**src/rtl/core/sdf_pkg.sv**
```systemverilog
package sdf_pkg;

   // Frame limits and field widths
   localparam int unsigned MaxPayload = 1023;
   localparam int unsigned LenW       = 10;
   localparam int unsigned CrcW       = 32;

   // Upper six bits of the second sync byte are compared
   localparam logic [7:0] SYNC_MASK = 8'hFC;

   // Command queue between front and back
   localparam int unsigned QueueDepth = 4;
   localparam int unsigned QueuePtrW  = $clog2(QueueDepth);
   localparam int unsigned QueueCntW  = $clog2(QueueDepth + 1);

   typedef enum logic [2:0] {
      PH_SYNC1,
      PH_SYNC2,
      PH_LENGTH,
      PH_TYPE,
      PH_PAYLOAD,
      PH_CRC
   } phase_type;

   typedef enum logic [2:0] {
      OP_START,    // load CRC from initial value, then fold byte
      OP_UPDATE,   // fold byte into CRC
      OP_PAYLOAD,  // fold byte and emit it
      OP_SHIFT,    // collect one received CRC byte
      OP_CHECK     // last CRC byte: compare and emit status
   } op_type;

   typedef enum logic [1:0] {
      KIND_PAYLOAD = 2'd0,
      KIND_GOOD    = 2'd1,
      KIND_ERROR   = 2'd2
   } kind_type;

   typedef enum logic [1:0] {
      CSR_SYNC_FIRST  = 2'd0,
      CSR_SYNC_SECOND = 2'd1,
      CSR_CRC_POLY    = 2'd2,
      CSR_CRC_INIT    = 2'd3
   } csr_index_type;

   typedef struct packed {
      op_type            op;
      logic [7:0]        data;
      logic [LenW-1:0]   index;
      logic [7:0]        frame_type;
   } cmd_type;

   typedef struct packed {
      logic [7:0] first;
      logic [7:0] second;
   } sync_cfg_type;

   typedef struct packed {
      logic [CrcW-1:0] poly;
      logic [CrcW-1:0] init;
   } crc_cfg_type;

   // MSB-first CRC update over one byte
   function automatic logic [CrcW-1:0] crc_step(input logic [CrcW-1:0] crc,
                                                input logic [7:0]      data,
                                                input logic [CrcW-1:0] poly);
      logic [CrcW-1:0] x;
      x = crc ^ {data, {(CrcW-8){1'b0}}};
      for (int i = 0; i < 8; i++) begin
         if (x[CrcW-1]) begin
            x = {x[CrcW-2:0], 1'b0} ^ poly;
         end else begin
            x = {x[CrcW-2:0], 1'b0};
         end
      end
      return x;
   endfunction

endpackage

```
**src/rtl/core/sdf_req_if.sv**
```systemverilog
interface sdf_req_if;
   logic       valid;
   logic       ready;
   logic [7:0] rx_byte;
   logic       end_of_chunk;

   modport source (output valid, output rx_byte, output end_of_chunk, input ready);
   modport sink   (input valid, input rx_byte, input end_of_chunk, output ready);
endinterface

```
**src/rtl/core/sdf_rsp_if.sv**
```systemverilog
interface sdf_rsp_if;
   logic       valid;
   logic       ready;
   logic [1:0] result_kind;
   logic [7:0] payload_byte;
   logic [9:0] payload_index;
   logic [7:0] frame_type;
   logic       frame_done;

   modport source (output valid, output result_kind, output payload_byte,
                   output payload_index, output frame_type, output frame_done,
                   input ready);
   modport sink   (input valid, input result_kind, input payload_byte,
                   input payload_index, input frame_type, input frame_done,
                   output ready);
endinterface

```
**src/rtl/core/sdf_front.sv**
```systemverilog
module sdf_front (
   input  logic                  clock,
   input  logic                  reset,
   sdf_req_if.sink               req_chan,
   input  sdf_pkg::sync_cfg_type sync_cfg,
   input  logic                  queue_full,
   output logic                  cmd_push,
   output sdf_pkg::cmd_type      cmd
);

   sdf_pkg::phase_type             phase_ff, phase_in;
   logic [sdf_pkg::LenW-1:0]       len_ff, len_in;
   logic [sdf_pkg::LenW-1:0]       cnt_ff, cnt_in;
   logic [7:0]                     type_ff, type_in;
   logic [1:0]                     crc_cnt_ff, crc_cnt_in;
   logic                           accept;
   logic                           first_hit;
   logic                           second_hit;
   logic                           last_payload;
   logic [sdf_pkg::LenW:0]         cnt_next;
   logic [7:0]                     b;

   assign req_chan.ready = !queue_full;
   assign accept         = req_chan.valid && !queue_full;
   assign b              = req_chan.rx_byte;

   assign first_hit    = (b == sync_cfg.first);
   assign second_hit   = ((b & sdf_pkg::SYNC_MASK) == (sync_cfg.second & sdf_pkg::SYNC_MASK));
   assign cnt_next     = {1'b0, cnt_ff} + {{sdf_pkg::LenW{1'b0}}, 1'b1};
   assign last_payload = (cnt_next >= {1'b0, len_ff});

   // Next phase
   always_comb begin
      phase_in = phase_ff;
      if (accept) begin
         case (phase_ff)
            sdf_pkg::PH_SYNC1: begin
               phase_in = first_hit ? sdf_pkg::PH_SYNC2 : sdf_pkg::PH_SYNC1;
            end
            sdf_pkg::PH_SYNC2: begin
               if (second_hit) begin
                  phase_in = sdf_pkg::PH_LENGTH;
               end else if (first_hit) begin
                  phase_in = sdf_pkg::PH_SYNC2;
               end else begin
                  phase_in = sdf_pkg::PH_SYNC1;
               end
            end
            sdf_pkg::PH_LENGTH: phase_in = sdf_pkg::PH_TYPE;
            sdf_pkg::PH_TYPE: begin
               if (len_ff > sdf_pkg::LenW'(sdf_pkg::MaxPayload)) begin
                  phase_in = sdf_pkg::PH_SYNC1;
               end else if (len_ff == '0) begin
                  phase_in = sdf_pkg::PH_CRC;
               end else begin
                  phase_in = sdf_pkg::PH_PAYLOAD;
               end
            end
            sdf_pkg::PH_PAYLOAD: begin
               phase_in = last_payload ? sdf_pkg::PH_CRC : sdf_pkg::PH_PAYLOAD;
            end
            sdf_pkg::PH_CRC: begin
               phase_in = (crc_cnt_ff == 2'd3) ? sdf_pkg::PH_SYNC1 : sdf_pkg::PH_CRC;
            end
            default: phase_in = sdf_pkg::PH_SYNC1;
         endcase
         // Drop an unfinished frame at the end of a chunk
         if (req_chan.end_of_chunk) begin
            phase_in = sdf_pkg::PH_SYNC1;
         end
      end
   end

   // Commands and frame fields
   always_comb begin
      cmd_push        = 1'b0;
      cmd.op          = sdf_pkg::OP_UPDATE;
      cmd.data        = b;
      cmd.index       = cnt_ff;
      cmd.frame_type  = type_ff;
      len_in          = len_ff;
      cnt_in          = cnt_ff;
      type_in         = type_ff;
      crc_cnt_in      = crc_cnt_ff;
      case (phase_ff)
         sdf_pkg::PH_SYNC1: begin
            cmd_push = accept && first_hit;
            cmd.op   = sdf_pkg::OP_START;
         end
         sdf_pkg::PH_SYNC2: begin
            cmd_push = accept && (second_hit || first_hit);
            cmd.op   = second_hit ? sdf_pkg::OP_UPDATE : sdf_pkg::OP_START;
            if (accept && second_hit) begin
               len_in = {b[1:0], 8'h00};
            end
         end
         sdf_pkg::PH_LENGTH: begin
            cmd_push = accept;
            if (accept) begin
               len_in = {len_ff[sdf_pkg::LenW-1:8], b};
            end
         end
         sdf_pkg::PH_TYPE: begin
            cmd_push = accept;
            if (accept) begin
               type_in    = b;
               cnt_in     = '0;
               crc_cnt_in = '0;
            end
         end
         sdf_pkg::PH_PAYLOAD: begin
            cmd_push = accept;
            cmd.op   = sdf_pkg::OP_PAYLOAD;
            if (accept) begin
               cnt_in = cnt_next[sdf_pkg::LenW-1:0];
            end
         end
         sdf_pkg::PH_CRC: begin
            cmd_push = accept;
            cmd.op   = (crc_cnt_ff == 2'd3) ? sdf_pkg::OP_CHECK : sdf_pkg::OP_SHIFT;
            if (accept) begin
               crc_cnt_in = crc_cnt_ff + 2'd1;
            end
         end
         default: cmd_push = 1'b0;
      endcase
      if (accept && req_chan.end_of_chunk) begin
         crc_cnt_in = '0;
      end
   end

   // Hold control state
   always_ff @(posedge clock) begin
      if (reset) begin
         phase_ff   <= sdf_pkg::PH_SYNC1;
         crc_cnt_ff <= '0;
         len_ff     <= '0;
         cnt_ff     <= '0;
         type_ff    <= '0;
      end else begin
         phase_ff   <= phase_in;
         crc_cnt_ff <= crc_cnt_in;
         len_ff     <= len_in;
         cnt_ff     <= cnt_in;
         type_ff    <= type_in;
      end
   end

   a_payload_len: assert property (@(posedge clock) disable iff (reset)
      phase_ff == sdf_pkg::PH_PAYLOAD |-> (len_ff != '0 && cnt_ff < len_ff))
      else $error("payload phase with count out of range");

   a_crc_cnt: assert property (@(posedge clock) disable iff (reset)
      phase_ff != sdf_pkg::PH_CRC |-> crc_cnt_ff == '0)
      else $error("CRC byte count left over outside CRC phase");

endmodule

```
**src/rtl/core/sdf_queue.sv**
```systemverilog
module sdf_queue (
   input  logic             clock,
   input  logic             reset,
   input  logic             push,
   input  sdf_pkg::cmd_type push_cmd,
   output logic             full,
   input  logic             pop,
   output logic             head_valid,
   output sdf_pkg::cmd_type head_cmd
);

   sdf_pkg::cmd_type                 entry_ff [sdf_pkg::QueueDepth];
   logic [sdf_pkg::QueuePtrW-1:0]    wr_ptr_ff, wr_ptr_in;
   logic [sdf_pkg::QueuePtrW-1:0]    rd_ptr_ff, rd_ptr_in;
   logic [sdf_pkg::QueueCntW-1:0]    count_ff, count_in;
   logic                             do_push;
   logic                             do_pop;

   assign full       = (count_ff == sdf_pkg::QueueCntW'(sdf_pkg::QueueDepth));
   assign head_valid = (count_ff != '0);
   assign head_cmd   = entry_ff[rd_ptr_ff];
   assign do_push    = push && !full;
   assign do_pop     = pop && head_valid;

   // Advance pointers and occupancy
   always_comb begin
      wr_ptr_in = do_push ? wr_ptr_ff + 1'b1 : wr_ptr_ff;
      rd_ptr_in = do_pop ? rd_ptr_ff + 1'b1 : rd_ptr_ff;
      count_in  = count_ff;
      if (do_push && !do_pop) begin
         count_in = count_ff + 1'b1;
      end else if (do_pop && !do_push) begin
         count_in = count_ff - 1'b1;
      end
   end

   always_ff @(posedge clock) begin
      if (reset) begin
         wr_ptr_ff <= '0;
         rd_ptr_ff <= '0;
         count_ff  <= '0;
      end else begin
         wr_ptr_ff <= wr_ptr_in;
         rd_ptr_ff <= rd_ptr_in;
         count_ff  <= count_in;
      end
   end

   // Store pushed command
   always_ff @(posedge clock) begin
      if (do_push) begin
         entry_ff[wr_ptr_ff] <= push_cmd;
      end
   end

   a_no_overflow: assert property (@(posedge clock) disable iff (reset)
      push |-> !full)
      else $error("command pushed into full queue");

   a_count_bound: assert property (@(posedge clock) disable iff (reset)
      count_ff <= sdf_pkg::QueueCntW'(sdf_pkg::QueueDepth))
      else $error("queue occupancy above depth");

endmodule

```
**src/rtl/core/sdf_back.sv**
```systemverilog
module sdf_back (
   input  logic                 clock,
   input  logic                 reset,
   input  sdf_pkg::crc_cfg_type crc_cfg,
   input  logic                 head_valid,
   input  sdf_pkg::cmd_type     head_cmd,
   output logic                 pop,
   sdf_rsp_if.source            rsp_chan
);

   logic [sdf_pkg::CrcW-1:0]   crc_ff, crc_in;
   logic [sdf_pkg::CrcW-9:0]   rx_crc_ff, rx_crc_in;
   logic                       out_valid_ff, out_valid_in;
   sdf_pkg::kind_type          kind_ff, kind_in;
   logic [7:0]                 byte_ff, byte_in;
   logic [sdf_pkg::LenW-1:0]   index_ff, index_in;
   logic [7:0]                 type_ff, type_in;
   logic                       done_ff, done_in;
   logic                       slot_free;
   logic [sdf_pkg::CrcW-1:0]   crc_base;

   assign slot_free = !out_valid_ff || rsp_chan.ready;
   assign pop       = head_valid && slot_free;
   assign crc_base  = (head_cmd.op == sdf_pkg::OP_START) ? crc_cfg.init : crc_ff;

   // Execute the head command
   always_comb begin
      crc_in       = crc_ff;
      rx_crc_in    = rx_crc_ff;
      out_valid_in = out_valid_ff;
      kind_in      = kind_ff;
      byte_in      = byte_ff;
      index_in     = index_ff;
      type_in      = type_ff;
      done_in      = done_ff;
      if (slot_free) begin
         out_valid_in = 1'b0;
      end
      if (pop) begin
         case (head_cmd.op)
            sdf_pkg::OP_START,
            sdf_pkg::OP_UPDATE: begin
               crc_in = sdf_pkg::crc_step(crc_base, head_cmd.data, crc_cfg.poly);
            end
            sdf_pkg::OP_PAYLOAD: begin
               crc_in       = sdf_pkg::crc_step(crc_base, head_cmd.data, crc_cfg.poly);
               out_valid_in = 1'b1;
               kind_in      = sdf_pkg::KIND_PAYLOAD;
               byte_in      = head_cmd.data;
               index_in     = head_cmd.index;
               type_in      = head_cmd.frame_type;
               done_in      = 1'b0;
            end
            sdf_pkg::OP_SHIFT: begin
               rx_crc_in = {rx_crc_ff[sdf_pkg::CrcW-17:0], head_cmd.data};
            end
            sdf_pkg::OP_CHECK: begin
               out_valid_in = 1'b1;
               kind_in      = ({rx_crc_ff, head_cmd.data} == crc_ff) ?
                              sdf_pkg::KIND_GOOD : sdf_pkg::KIND_ERROR;
               byte_in      = '0;
               index_in     = '0;
               type_in      = head_cmd.frame_type;
               done_in      = 1'b1;
            end
            default: crc_in = crc_ff;
         endcase
      end
   end

   always_ff @(posedge clock) begin
      if (reset) begin
         out_valid_ff <= 1'b0;
      end else begin
         out_valid_ff <= out_valid_in;
      end
   end

   // Hold datapath and result fields
   always_ff @(posedge clock) begin
      crc_ff    <= crc_in;
      rx_crc_ff <= rx_crc_in;
      kind_ff   <= kind_in;
      byte_ff   <= byte_in;
      index_ff  <= index_in;
      type_ff   <= type_in;
      done_ff   <= done_in;
   end

   assign rsp_chan.valid         = out_valid_ff;
   assign rsp_chan.result_kind   = kind_ff;
   assign rsp_chan.payload_byte  = byte_ff;
   assign rsp_chan.payload_index = index_ff;
   assign rsp_chan.frame_type    = type_ff;
   assign rsp_chan.frame_done    = done_ff;

   a_pop_slot: assert property (@(posedge clock) disable iff (reset)
      pop |-> (!out_valid_ff || rsp_chan.ready))
      else $error("command executed while result slot occupied");

   a_done_kind: assert property (@(posedge clock) disable iff (reset)
      out_valid_ff |-> (done_ff == (kind_ff != sdf_pkg::KIND_PAYLOAD)))
      else $error("frame_done disagrees with result kind");

endmodule

```
**src/rtl/core/sync_length_crc32_deframer_core.sv**
```systemverilog
// Channel   Dir   Fields                                                    Handshake
// req_chan  in    rx_byte[7:0], end_of_chunk                                valid/ready
// rsp_chan  out   result_kind[1:0], payload_byte[7:0], payload_index[9:0],  valid/ready
//                 frame_type[7:0], frame_done
// csr       in    csr_index[1:0], csr_wdata[31:0]                           csr_we
//
// One byte per cycle while the queue is not full; a result is registered after the queue.
// The front FSM classifies each byte into a command; a 4-entry queue feeds the back,
// which folds a byte per cycle into the CRC in one unrolled step unless rsp_chan stalls.
// req_chan.ready drops only when the queue is full, i.e. after rsp_chan stalls.
// Synchronous active-high reset of control and CSR state; the datapath is not reset.
module sync_length_crc32_deframer_core (
   input  logic        clock,
   input  logic        reset,
   sdf_req_if.sink     req_chan,
   sdf_rsp_if.source   rsp_chan,
   input  logic        csr_we,
   input  logic [1:0]  csr_index,
   input  logic [31:0] csr_wdata
);

   sdf_pkg::sync_cfg_type sync_cfg_ff;
   sdf_pkg::crc_cfg_type  crc_cfg_ff;
   sdf_pkg::cmd_type      push_cmd;
   sdf_pkg::cmd_type      head_cmd;
   logic                  push;
   logic                  full;
   logic                  pop;
   logic                  head_valid;

   // Configuration registers
   always_ff @(posedge clock) begin
      if (reset) begin
         sync_cfg_ff.first  <= 8'h00;
         sync_cfg_ff.second <= 8'h00;
         crc_cfg_ff.poly    <= 32'h04C11DB7;
         crc_cfg_ff.init    <= 32'hFFFFFFFF;
      end else if (csr_we) begin
         case (sdf_pkg::csr_index_type'(csr_index))
            sdf_pkg::CSR_SYNC_FIRST:  sync_cfg_ff.first  <= csr_wdata[7:0];
            sdf_pkg::CSR_SYNC_SECOND: sync_cfg_ff.second <= csr_wdata[7:0];
            sdf_pkg::CSR_CRC_POLY:    crc_cfg_ff.poly    <= csr_wdata;
            sdf_pkg::CSR_CRC_INIT:    crc_cfg_ff.init    <= csr_wdata;
            default:                  crc_cfg_ff.init    <= crc_cfg_ff.init;
         endcase
      end
   end

   sdf_front u_front (
      .clock      (clock),
      .reset      (reset),
      .req_chan   (req_chan),
      .sync_cfg   (sync_cfg_ff),
      .queue_full (full),
      .cmd_push   (push),
      .cmd        (push_cmd)
   );

   sdf_queue u_queue (
      .clock      (clock),
      .reset      (reset),
      .push       (push),
      .push_cmd   (push_cmd),
      .full       (full),
      .pop        (pop),
      .head_valid (head_valid),
      .head_cmd   (head_cmd)
   );

   sdf_back u_back (
      .clock      (clock),
      .reset      (reset),
      .crc_cfg    (crc_cfg_ff),
      .head_valid (head_valid),
      .head_cmd   (head_cmd),
      .pop        (pop),
      .rsp_chan   (rsp_chan)
   );

endmodule
```
**src/flat_wrapper.sv**
```systemverilog
// flat-port wrapper written by rule: the top's interface ports become plain ports
module sync_length_crc32_deframer_core_flat 
  (clock, reset, csr_we, csr_index, csr_wdata, req_chan_valid, req_chan_rx_byte, req_chan_end_of_chunk, req_chan_ready, rsp_chan_valid, rsp_chan_result_kind, rsp_chan_payload_byte, rsp_chan_payload_index, rsp_chan_frame_type, rsp_chan_frame_done, rsp_chan_ready);
  sdf_req_if req_chan_i ();
  sdf_rsp_if rsp_chan_i ();
  input  logic clock;
  input  logic reset;
  input  logic csr_we;
  input  logic [1:0] csr_index;
  input  logic [31:0] csr_wdata;
  input wire logic [$bits(req_chan_i.valid)-1:0] req_chan_valid;
  input wire logic [$bits(req_chan_i.rx_byte)-1:0] req_chan_rx_byte;
  input wire logic [$bits(req_chan_i.end_of_chunk)-1:0] req_chan_end_of_chunk;
  output wire logic [$bits(req_chan_i.ready)-1:0] req_chan_ready;
  output wire logic [$bits(rsp_chan_i.valid)-1:0] rsp_chan_valid;
  output wire logic [$bits(rsp_chan_i.result_kind)-1:0] rsp_chan_result_kind;
  output wire logic [$bits(rsp_chan_i.payload_byte)-1:0] rsp_chan_payload_byte;
  output wire logic [$bits(rsp_chan_i.payload_index)-1:0] rsp_chan_payload_index;
  output wire logic [$bits(rsp_chan_i.frame_type)-1:0] rsp_chan_frame_type;
  output wire logic [$bits(rsp_chan_i.frame_done)-1:0] rsp_chan_frame_done;
  input wire logic [$bits(rsp_chan_i.ready)-1:0] rsp_chan_ready;
  assign req_chan_i.valid = req_chan_valid;
  assign req_chan_i.rx_byte = req_chan_rx_byte;
  assign req_chan_i.end_of_chunk = req_chan_end_of_chunk;
  assign req_chan_ready = req_chan_i.ready;
  assign rsp_chan_valid = rsp_chan_i.valid;
  assign rsp_chan_result_kind = rsp_chan_i.result_kind;
  assign rsp_chan_payload_byte = rsp_chan_i.payload_byte;
  assign rsp_chan_payload_index = rsp_chan_i.payload_index;
  assign rsp_chan_frame_type = rsp_chan_i.frame_type;
  assign rsp_chan_frame_done = rsp_chan_i.frame_done;
  assign rsp_chan_i.ready = rsp_chan_ready;
  sync_length_crc32_deframer_core u_core (.clock(clock), .reset(reset), .req_chan(req_chan_i), .rsp_chan(rsp_chan_i), .csr_we(csr_we), .csr_index(csr_index), .csr_wdata(csr_wdata));
endmodule
```
**config.mk**
```make
export PLATFORM = sky130hd
export DESIGN_NAME = sync_length_crc32_deframer_core_flat
export DESIGN_NICKNAME = d
export VERILOG_FILES = /design/src/rtl/core/sdf_pkg.sv /design/src/rtl/core/sdf_req_if.sv /design/src/rtl/core/sdf_rsp_if.sv /design/src/rtl/core/sdf_front.sv /design/src/rtl/core/sdf_queue.sv /design/src/rtl/core/sdf_back.sv /design/src/rtl/core/sync_length_crc32_deframer_core.sv /design/src/flat_wrapper.sv
export SDC_FILE = /design/constraint.sdc
export NUM_CORES = 1
export LEC_CHECK = 0
export ABC_AREA = 0
export BUFFER_PORTS_ARGS = -buffer_cell sky130_fd_sc_hd__buf_2
export CAP_MARGIN = 20
export CORE_MARGIN = 2
export CORE_UTILIZATION = 37
export DETAILED_ROUTE_END_ITERATION = 10
export PLACE_DENSITY = 0.61
export SYNTH_ARGS = -nofsm -noshare
export SYNTH_HDL_FRONTEND = slang
export SYNTH_HIERARCHICAL = 1
export SYNTH_SLANG_ARGS = --single-unit
```
**constraint.sdc**
```tcl
create_clock -name clock -period 10.8 [get_ports clock]
set_input_delay 0.54 -clock clock [delete_from_list [all_inputs] [get_ports clock]]
set_output_delay 0.54 -clock clock [all_outputs]
set_load 0.01 [all_outputs]
```
* Word-level counts from Yosys, hierarchy flattened
Memories as Yosys holds them, arrays and structs flattened. A register that Yosys moved wholly into a read port is not among the register bits.
Index checks and enable logic that the tools add are counted.
** Word-level totals
- RAM bits :: 116
- Logic and storage cells :: 193
- Memories :: 1
- Register bits after elaboration :: 206
- Output and inout port bits :: 31
- Input port bits :: 48
** Cells by class
- Bitwise gates (word level) :: 17
- Equal/unequal tests :: 22
- Multiplexer cells :: 80
- Add/subtract/negate cells :: 6
- Reductions and logical operators :: 44
- Magnitude comparators :: 2
** Memory list
- u_core.u_queue.entry_ff :: depth 4, bits a word 29, rd ports 1, clocked after memory_dff 1, wr ports 1, line sdf_queue.sv:12 : sdf_pkg::cmd_type entry_ff [sdf_pkg::QueueDepth];
** Operators by type and width (number)
- two-way mux 32 bit :: 44
- bitwise XOR 32 bit :: 16
- one-hot mux 32 bit (2 select lines) :: 1
- one-hot mux 10 bit (2 select lines) :: 3
- == test 32 bit :: 1
- two-way mux 10 bit :: 3
- two-way mux 3 bit :: 6
- one-hot mux 3 bit (6 select lines) :: 1
- AND reduction 2 bit :: 9
- one-hot mux 8 bit (2 select lines) :: 1
- == test 3 x 2 -> 1 bit, second input constant :: 4
- == test 3 bit, second input constant :: 4
- two-way mux 2 bit :: 6
- one-hot mux 3 bit (4 select lines) :: 1
- AND reduction 3 bit :: 4
- nonzero test 2 bit :: 6
- adder 10 x 1 -> 11 bit, second input constant :: 1
- >= comparator 11 x 10 -> 1 bit :: 1
- > comparator 10 bit, second input constant :: 1
- logical AND 1 bit :: 10
- zero test 10 bit :: 1
- != test 2 bit, second input constant :: 5
- two-way mux 1 bit :: 9
- == test 8 bit :: 1
- 19 further kinds :: 32

* Depth between registers and ports, before layout
Gate-level depths: netlist of run 1.
- Word-level depth :: 34
- Mapped depth :: 19
- Mapped depth without buffers :: 14

* Modules after synthesis
The synthesis of run 1 kept the hierarchy.
** By module, submodules not included
- sdf_back :: times used 1, seq. area each 2572.5 um2, cells each 833, area an instance 8266.7 um2
- sdf_queue :: times used 1, seq. area each 3663.5 um2, cells each 199, area an instance 4662.0 um2
- sync_length_crc32_deframer_core :: times used 1, seq. area each 1601.5 um2, cells each 326, area an instance 3264.4 um2
- sdf_front :: times used 1, seq. area each 660.6 um2, cells each 260, area an instance 2120.8 um2

* Worst setup path before layout of run 1
No wires, ideal clock.
- Kind :: register to register
- Start point :: register (tool-made name)
- End point :: register u_core/u_back/crc_ff[26] in the netlist's numbering, data pin
- Arrival :: 4.528 ns
- Setup slack :: 6.004 ns
- Stages on the path, launching flop included :: 19
- Buffers on the path :: 4
- Required time :: 10.532 ns
- Library setup time :: 0.268 ns
- Clock period less this slack :: 4.796 ns
- Cells stage by stage :: dfxtp_1 buf_6 mux4_2 buf_6 o31a_1 or3_4 and2_1 buf_6 a32o_1 o21a_1 or4_4 a31o_1 o211a_1 o21ai_0 xnor3_2 xnor2_4 buf_6 nand2_1 xnor3_1
** RTL lines
- end signal, assigned :: line sdf_back.sv:81 : crc_ff <= crc_in;
- end, declared :: line sdf_back.sv:11 : logic [sdf_pkg::CrcW-1:0] crc_ff, crc_in;

==> flow_metrics.py, run 1 <==
metrics = {
    "worst_setup_path": {
        "path_cells": "mux4_2 > nor4b_1 > o21ai_1 > a211oi_1 > a22oi_1 > a211oi_4 > buf_4 > nand2_1 > xnor2_4 > nand2_1 > xnor2_1 > xnor3_2 > xnor2_4 > nand2_1 > xnor3_1",
        "worstPathMaxFanout": 33,
        "worst-setup-path-type": "reg2reg",
        "cp.arrival_ns": 6.83,
        "critPathBufInv": 1,
        "cpPeakStageDelay_ns": 0.76,
        "cp_data_required_time_ns": 11.07,
        "critPathMostFrequentCell": "nand2_1",
        "crit_path_top_delay_cell": "xnor2_4",
        "cp_top_family": "XOR/XNOR gates",
        "endpoint_kind": "flop",
        "start_kind": "flop",
    },
    "power": {
        "ir_drop_mv": 0.0938,
        "p_leak_uw": 0.00744,
        "power_density_mw_per_mm2": 148,
        "totalPowerFinal_uw": 2980,
    },
    "finish": {
        "areaGrowthSynthToFinish_pct": 10.8,
        "multiInputGateArea_mm2": 0.00902,
        "regArea_mm2": 0.00846,
        "antennaDiodeCount": 0,
        "fillers": 4653,
        "fin_nets": 1694,
        "drive_above_1_share": 0.176,
    },
    "timing": {
        "fin_ws_ns": 4.25,
        "rsz0062_at_grt": "false",
        "hold_viol": 0,
        "max-slew-margin-rel": 0.310,
        "period_share": 0.607,
        "setup-violations-final": 0,
        "setup-tns-final_ns": 0,
        "period_needed_ns": 6.55,
        "fmax_ghz": 0.153,
        "worstMarginPinSlew_ns": 1.03,
        "skew_ns": 0.0250,
        "final-max-slew-violation-count": 0,
    },
    "grt": {
        "grt_use_met2": 0.277,
        "top_usage_layer": "met2",
        "grt_pass1_wl_um": 65400,
        "grt_max_degree": 91,
        "grt.overflow.total": 0,
        "met3_usage": 0.0232,
        "use_met1": 0.223,
        "grt_pass1_vias": 11300,
        "antenna_found_initial": 0,
        "grt.total_usage": 0.166,
    },
    "clock_network": {
        "clk_latency_ns": 0.55,
        "cts_setup_buffers": 0,
        "cts_made_buffers": 35,
        "cts-resized-gates": 0,
        "clk_pin_slew_worst_paths_ns": 0.06,
        "h-tree-depth": 2,
        "clkSinkCount": 322,
        "cts.path.max_buffers": 3,
        "cts_tree": "done",
        "root_buffer": "clkbuf_16",
        "postCtsHoldBufs": 0,
    },
    "detailed_routing": {
        "antenna_left": 0,
        "route.detailed.drc": 0,
        "wire_per_inst_um": 18.2,
        "num_vias": 11600,
        "drtPass1Iterations": 5,
        "via_per_inst": 4.99,
        "drtIter0Drc": 805,
        "routed_wl_um": 42300,
    },
    "run": {
        "drv_cap": 0,
    },
    "placement": {
        "port_buffers": 78,
        "dp_slack_ns": 4.14,
        "gp_congestion": 0.865,
        "hpwl_um": 28600,
    },
    "die": {
        "die_w_um": 226,
        "die_h_um": 226,
        "die-area_mm2": 0.0511,
        "io_pins": 79,
        "num_rows": 81,
        "initial_utilization": 0.373,
        "core-area_mm2": 0.0488,
    },
    "worst_hold_path": {
        "hold_start": "req_chan_end_of_chunk",
        "hp-class": "in2reg",
    },
    "yosys": {
        "synth_area_mm2": 0.0182,
        "syn_nets": 1678,
        "netlist_instances": 1612,
        "ys_warn_count": 6,
        "avgSynthCellArea_um2": 11.3,
    },
    "run_status": {
        "run_status": "complete, no violations",
    },
}
==> registers in the layout, indices dropped and copies added (netlist names), named ones only <==
name	cells
u_core/crc_cfg_ff	64
u_core/sync_cfg_ff	14
u_core/u_back/crc_ff	32
u_core/u_back/rsp_chan.frame_done	1
u_core/u_back/rsp_chan.frame_type	8
u_core/u_back/rsp_chan.payload_byte	8
u_core/u_back/rsp_chan.payload_index	10
u_core/u_back/rsp_chan.result_kind	2
u_core/u_back/rsp_chan.valid	1
u_core/u_back/rx_crc_ff	24
u_core/u_front/cnt_ff	10
u_core/u_front/crc_cnt_ff	2
u_core/u_front/len_ff	10
u_core/u_front/phase_ff	3
u_core/u_front/type_ff	8
u_core/u_queue/count_ff	3
u_core/u_queue/entry_ff	116
u_core/u_queue/rd_ptr_ff	2
u_core/u_queue/wr_ptr_ff	2
==> worst register-to-register path, delay by kind of cell (launching register included) <==
family	cells	cell delay, ns
compound gates	4	1.21
buf+inv	1	0.38
xor+xnor	5	2.39
simple gates	4	1.00
mux	1	0.71
flops	1	0.60
==> per-layer routing <==
layer | routed length [um] | part of all wire
met1 | 19000 | 0.45
met2 | 20200 | 0.48
met3 | 1850 | 0.044
met4 | 1150 | 0.027
met5 | 0 | 0
==> cell usage in the layout (no fill, tap or decap), types with 6 or more instances in the layout <==
| master | count |
|---|---|
| buf_4 | 18 |
| ha_1 | 17 |
| mux2i_1 | 113 |
| nand2_1 | 248 |
| mux4_2 | 28 |
| inv_1 | 23 |
| edfxtp_1 | 201 |
| nor2_1 | 113 |
| or3_1 | 11 |
| nor4_1 | 6 |
| bufinv_16 | 8 |
| and2_1 | 9 |
| clkbuf_16 | 36 |
| xnor2_1 | 185 |
| nand2b_1 | 59 |
| buf_2 | 77 |
| nand3_1 | 15 |
| dfxtp_1 | 120 |
| xnor2_2 | 43 |
| xor2_1 | 24 |
| a22o_1 | 10 |
| a21oi_1 | 33 |
| a31oi_1 | 6 |
| nor2b_1 | 18 |
| nand4_1 | 16 |
| nand2_2 | 27 |
| xnor3_1 | 27 |
| o21ai_0 | 26 |
==> metrics by stage <==
stage | instance area, um^2 | util | hold WS (ns) | cells
2_1_floorplan | 18200 | - | 0.449 | 1612
3_3_place_gp | 18900 | 0.387 | 0.453 | 2255
3_5_place_dp | 18900 | 0.387 | 0.460 | 2255
4_1_cts | 20200 | 0.414 | 0.240 | 2318
5_1_grt | 20200 | 0.414 | 0.256 | 2318
6_report | 20200 | 0.414 | 0.267 | 2318
==> area by class of cell <==
class	count	share of cell area
clock buffers	43	0.0466
clock inverters	20	0.0170
flip-flops and latches	322	0.419
inverters	23	0.00427
repair buffers	95	0.0258
well taps	664	0.0411
multi-input cells	1151	0.447
==> report_power, final <==
part / switching [uW] / internal, uW / total [uW]
registers: 16.8 / 1320 / 1340
logic: 148 / 170 / 318
clock network: 508 / 819 / 1330
==> worst paths after layout <==
path,to,slack (ns),depth (start not counted)
max,u_core/u_back/crc_ff[10],4.25,15
min,u_core/u_front/crc_cnt_ff[1],0.27,2
max reg2reg,u_core/u_back/crc_ff[10],4.25,15
min reg2reg,u_core/u_back/rx_crc_ff[8],0.47,0
No activity file was read; power rests on OpenSTA's default activity.
==> inputs of run 2 (changes only) <==
- clock period: 10.8 -> 6.2 ns (I/O delays scaled with it)
==> run 2 against run 1 <==
  * Sequential cell count unchanged
  * Wire length shrank 1.4%
  * Sequential share of layout area increased by 0.26 points
  * Non-clock buffer count increased by 5
  * First-iteration DRC count rose by 2.2%
  * Power rose by 67%
==> flow_metrics.py, run 2 (synthesized netlist as in run 1, its figures left out) <==
metrics = {
    "run_status": {
        "run_status": "complete, no violations",
    },
    "worst_setup_path": {
        "cp.arrival_ns": 5.82,
        "cpPeakStageDelay_ns": 0.71,
        "crit_path_top_delay_cell": "mux4_2",
        "crit_end": "u_core/u_back/crc_ff[17]",
        "crit_cells": 15,
        "cp_data_required_time_ns": 6.46,
        "cp_top_family": "compound AO/OA/AOI/OAI gates",
        "worstPathMaxFanout": 31,
        "path_cells": "mux4_2 > nor4b_1 > o21ai_1 > a211oi_1 > a22oi_1 > a211oi_4 > buf_4 > nand2_1 > xnor2_1 > xnor2_1 > xnor3_2 > xnor2_4 > buf_4 > nand2_1 > xnor3_1",
        "worst-setup-path-type": "reg2reg",
        "reg2reg_depth": 15,
        "endpoint_kind": "flop",
        "start_kind": "flop",
        "critPathBufInv": 2,
        "r2r-end": "u_core/u_back/crc_ff[17]",
        "rrSetupSlack_ns": 0.64,
    },
    "power": {
        "power_frac_comb": 0.112,
        "clockPowerShare": 0.420,
        "internal-power_uw": 3830,
        "p_sw_uw": 1140,
        "totalPowerFinal_uw": 4970,
        "p_leak_uw": 0.00739,
        "switching_share": 0.229,
        "power_density_mw_per_mm2": 247,
        "seqPwrFrac": 0.468,
        "ir_drop_mv": 0.227,
    },
    "finish": {
        "utilization": 0.411,
        "mostFrequentLayoutCells": "nand2_1, edfxtp_1, xnor2_1, dfxtp_1",
        "top_register": "u_core/u_queue/entry_ff",
        "fin_cells": 2323,
        "regArea_mm2": 0.00846,
        "multiInputGateArea_mm2": 0.00900,
        "reg.largest.list": "u_core/u_queue/entry_ff (116), u_core/crc_cfg_ff (64), u_core/u_back/crc_ff (32)",
        "largest_reg_flops": 116,
        "fin_nets": 1699,
        "drive_above_1_share": 0.177,
        "layout.cells.most_common": "nand2_1",
        "areaGrowthSynthToFinish_pct": 10.1,
        "fillers": 4702,
    },
    "clock_network": {
        "postCtsHoldBufs": 0,
        "cts-resized-gates": 0,
        "clkSinkCount": 322,
        "cts.path.max_buffers": 3,
        "root_buffer": "clkbuf_16",
        "h-tree-depth": 2,
        "clk_pin_slew_worst_paths_ns": 0.06,
        "cts_setup_buffers": 0,
        "clk_latency_ns": 0.53,
        "cts_tree": "done",
        "cts_made_buffers": 35,
    },
    "grt": {
        "met3_usage": 0.0213,
        "top_usage_layer": "met2",
        "grt.total_usage": 0.166,
        "grt_max_degree": 100,
        "antenna_found_initial": 2,
        "grt_use_met2": 0.272,
        "grt_pass1_vias": 11600,
        "grt_pass1_wl_um": 66100,
        "use_met1": 0.230,
        "grt.overflow.total": 0,
    },
    "die": {
        "io_pins": 79,
        "core-area_mm2": 0.0488,
        "die_h_um": 226,
        "die_w_um": 226,
        "die-area_mm2": 0.0511,
        "initial_utilization": 0.373,
        "num_rows": 81,
    },
    "placement": {
        "hpwl_um": 28400,
        "port_buffers": 78,
        "gp_congestion": 0.821,
        "dp.cells": 2260,
        "dp_slack_ns": 0.597,
    },
    "detailed_routing": {
        "num_vias": 11600,
        "drtPass1Iterations": 5,
        "routed_wl_um": 41700,
        "antenna_left": 0,
        "wire_per_inst_um": 18.0,
        "drtIter0Drc": 823,
        "via_per_inst": 4.97,
        "route.detailed.drc": 0,
    },
    "timing": {
        "fin_ws_ns": 0.635,
        "period_needed_ns": 5.56,
        "final-max-slew-violation-count": 0,
        "rsz0062_at_grt": "false",
        "worstMarginPinSlew_ns": 1.01,
        "fmax_ghz": 0.180,
        "setup-violations-final": 0,
        "hold_viol": 0,
        "period_share": 0.898,
        "setup-tns-final_ns": 0,
        "max-slew-margin-rel": 0.325,
        "skew_ns": 0.0156,
    },
    "run": {
        "drv_cap": 0,
    },
    "worst_hold_path": {
        "hp-class": "in2reg",
    },
}
## run 2: cell count changes in the layout (fill, tap and decap cells not counted), sizes merged
cell / change
buf: +5
bufinv: -5
clkbuf: +3
clkinv: +2
clkinvlp: -2
diode: +1
inv: +1
## run 2: worst min-delay path, cell delays in order
cell	delay, ns
buf_2	0.10
nand2b_1	0.06
mux2i_1	0.06
## run 2: routing by layer
metal	vias up	wire, um
met5	-	0
li1	5586	-
met4	0	971
met1	5700	19400
met2	215	19700
met3	53	1630
## run 2: worst min path at each step
stage	endpoint	from	depth (start not counted)
4_1_cts	u_core/crc_cfg_ff[46]	csr_wdata[14]	3
2_1_floorplan	u_core/u_back/rsp_chan.valid	reset	1
3_3_place_gp	u_core/u_back/rx_crc_ff[22]	u_core/u_back/rx_crc_ff[14]	0
3_5_place_dp	u_core/u_back/rx_crc_ff[23]	u_core/u_back/rx_crc_ff[15]	0
5_1_grt	u_core/crc_cfg_ff[46]	csr_wdata[14]	3
6_report	u_core/crc_cfg_ff[47]	csr_wdata[15]	3
## run 2: final cells by class
class                      count  share of cell area
multi-input combinational   1151               0.448
sequential                   322               0.421
clock buffer                  46              0.0482
tap                          664              0.0414
timing repair buffer         100              0.0277
clock inverter                16             0.00885
inverter                      23             0.00430
antenna                        1            0.000125
## run 2: metrics by stage
stage	hold WS, ns	area, um^2
after floorplan	0.379	18200
final	0.0595	20100
after global placement	0.451	18900
after global routing	0.0519	20100
after detailed placement	0.457	18900
after CTS	0.0387	20100
## run 2: power groups by stage
| stage | sequential (uW) | clock [uW] | combinational [uW] |
|---|---|---|---|
| floorplan | 2350 | 0 | 498 |
| global placement | 2370 | 0 | 545 |
| detailed placement | 2370 | 0 | 560 |
| CTS | 2330 | 2140 | 561 |
| global route | 2330 | 2230 | 603 |
| finish | 2330 | 2090 | 556 |
==> inputs of run 3 (changes only) <==
- CORE_MARGIN: 2 -> 3
- CORE_UTILIZATION: 37 -> 35
- PLACE_DENSITY: 0.61 -> unset
- PLACE_DENSITY_LB_ADDON: unset -> 0.3
==> run 3 against run 2 <==
  * Register-to-register slack worse by 0.04 ns
  * Sequential share of layout area shrank 0.40 points
  * Sequential cell count unchanged
  * First-iteration DRC count decreased by 5.3%
  * Design area increased by 0.95%
  * Critical path type unchanged
  * Critical endpoint is now u_core/u_back/crc_ff[5]
  * Utilization shrank 1.7 points
  * Combinational power is essentially flat
  * Largest cell class unchanged
  * Largest power group unchanged
  * Power increased by 3.0%
  * Cell count increased by 1.2%
==> flow_metrics.py, run 3 (synthesized netlist as in run 1, its figures left out) <==
metrics = {
    "clock_network": {
        "postCtsHoldBufs": 0,
        "cts.path.max_buffers": 3,
        "cts_setup_buffers": 0,
        "clkSinkCount": 322,
        "clk_latency_ns": 0.54,
        "cts-resized-gates": 0,
        "root_buffer": "clkbuf_16",
        "clk_pin_slew_worst_paths_ns": 0.06,
        "cts_made_buffers": 37,
        "cts_tree": "done",
        "h-tree-depth": 2,
    },
    "grt": {
        "top_usage_layer": "met2",
        "grt_pass1_wl_um": 66500,
        "use_met1": 0.213,
        "grt_pass1_vias": 11500,
        "grt_max_degree": 102,
        "grt.total_usage": 0.156,
        "grt.overflow.total": 0,
        "antenna_found_initial": 1,
        "met3_usage": 0.0224,
        "grt_use_met2": 0.257,
    },
    "power": {
        "power_density_mw_per_mm2": 252,
        "p_leak_uw": 0.00747,
        "seqPwrFrac": 0.455,
        "ir_drop_mv": 0.168,
        "clockPowerShare": 0.437,
        "internal-power_uw": 3950,
        "power_frac_comb": 0.109,
        "switching_share": 0.228,
        "p_sw_uw": 1170,
    },
    "finish": {
        "drive_above_1_share": 0.180,
        "reg.largest.list": "u_core/u_queue/entry_ff (116), u_core/crc_cfg_ff (64), u_core/u_back/crc_ff (32)",
        "postLayoutCellArea_mm2": 0.0203,
        "layout.cells.most_common": "nand2_1",
        "largest_reg_flops": 116,
        "areaGrowthSynthToFinish_pct": 11.1,
        "mostFrequentLayoutCells": "nand2_1, edfxtp_1, xnor2_1, dfxtp_1",
        "fin_nets": 1706,
        "top_register": "u_core/u_queue/entry_ff",
    },
    "worst_setup_path": {
        "crit_path_top_delay_cell": "a211oi_1",
        "endpoint_kind": "flop",
        "cp.arrival_ns": 5.86,
        "worstPathMaxFanout": 31,
        "cp_data_required_time_ns": 6.46,
        "path_cells": "buf_4 > mux4_2 > nor4b_1 > o21ai_1 > a211oi_1 > a22oi_1 > a211oi_4 > buf_4 > nand2_1 > o2111ai_1 > nand2_1 > xnor2_1 > mux2i_2 > xnor2_4 > buf_4 > nand2_1 > xnor3_1",
        "rrSetupSlack_ns": 0.60,
        "cpPeakStageDelay_ns": 0.49,
        "worst-setup-path-type": "reg2reg",
        "start_kind": "flop",
        "r2r-end": "u_core/u_back/crc_ff[5]",
        "reg2reg_depth": 17,
    },
    "worst_hold_path": {
        "hold_depth": 3,
        "hp-class": "in2reg",
        "hold_end": "u_core/crc_cfg_ff[61]",
        "hold_start": "csr_wdata[29]",
    },
    "detailed_routing": {
        "routed_wl_um": 42900,
        "route.detailed.drc": 0,
        "num_vias": 11600,
        "drtPass1Iterations": 5,
        "antenna_left": 0,
        "via_per_inst": 4.94,
        "wire_per_inst_um": 18.3,
        "drtIter0Drc": 779,
    },
    "timing": {
        "final-max-slew-violation-count": 0,
        "hold_viol": 0,
        "fmax_ghz": 0.178,
        "max-slew-margin-rel": 0.214,
        "worstMarginPinSlew_ns": 1.17,
        "setup-violations-final": 0,
        "period_needed_ns": 5.60,
        "rsz0062_at_grt": "false",
        "setup-tns-final_ns": 0,
        "fin_ws_ns": 0.596,
        "period_share": 0.904,
        "skew_ns": 0.0264,
    },
    "placement": {
        "dp_slack_ns": 0.607,
        "port_buffers": 78,
        "placed_area_mm2": 0.0190,
        "gp_congestion": 0.855,
        "hpwl_um": 29300,
    },
    "run_status": {
        "run_status": "complete, no violations",
    },
    "die": {
        "io_pins": 79,
        "num_rows": 83,
        "initial_utilization": 0.355,
        "core-area_mm2": 0.0514,
        "die_h_um": 234,
        "die-area_mm2": 0.0549,
        "die_w_um": 234,
    },
    "run": {
        "drv_cap": 0,
    },
}
-- run 3: worst max-delay path: cells and delay by family, from the launching register on --
| kind | cells | cell delay (ns) |
|---|---|---|
| AND/OR/NAND/NOR | 4 | 0.83 |
| XOR/XNOR | 3 | 0.55 |
| flip-flops | 1 | 0.39 |
| multiplexers | 2 | 0.86 |
| buffers and inverters | 3 | 1.05 |
| AO/OA/AOI/OAI | 5 | 1.58 |
-- run 3: stage by stage --
step | total power [uW] | instances | utilization | hold slack [ns]
2_1_floorplan | 2850 | 1612 | - | 0.379
3_3_place_gp | 2920 | 2280 | 0.369 | 0.452
3_5_place_dp | 2930 | 2280 | 0.369 | 0.461
4_1_cts | 5190 | 2348 | 0.394 | 0.0239
5_1_grt | 5310 | 2350 | 0.394 | 0.0497
6_report | 5120 | 2350 | 0.394 | 0.0552
-- run 3: power by group through the flow --
stage / logic [uW] / registers [uW] / clock network, uW
after floorplan: 498 / 2350 / 0
after global placement: 544 / 2370 / 0
after detailed placement: 560 / 2370 / 0
after CTS: 561 / 2330 / 2300
after global routing: 601 / 2330 / 2380
final: 555 / 2330 / 2230
-- run 3: routing by layer --
layer  vias up  wire, um
met2       236     20500
met3        50      1760
met5         -         0
met4         0       989
li1       5603         -
met1      5730     19600
-- run 3: area by class of cell --
type                       count  area (um^2)
fill                        4902        31100
sequential                   322         8460
clock buffer                  52         1040
timing repair buffer         105          616
antenna                        1         2.50
inverter                      23         86.3
multi-input combinational   1151         9000
tap                          680          851
clock inverter                16          216
-- run 3: worst max-delay path by stage --
| stage | start | to | slack, ns | cells after the start |
|---|---|---|---|---|
| floorplan | flop | u_core/u_back/crc_ff[26] | 1.40 | 18 |
| global placement | flop | u_core/u_back/crc_ff[28] | 0.77 | 17 |
| detailed placement | flop | u_core/u_back/crc_ff[29] | 0.61 | 17 |
| CTS | flop | u_core/u_back/crc_ff[29] | 0.60 | 17 |
| global route | flop | u_core/u_back/crc_ff[13] | 0.11 | 17 |
| finish | flop | u_core/u_back/crc_ff[5] | 0.60 | 17 |
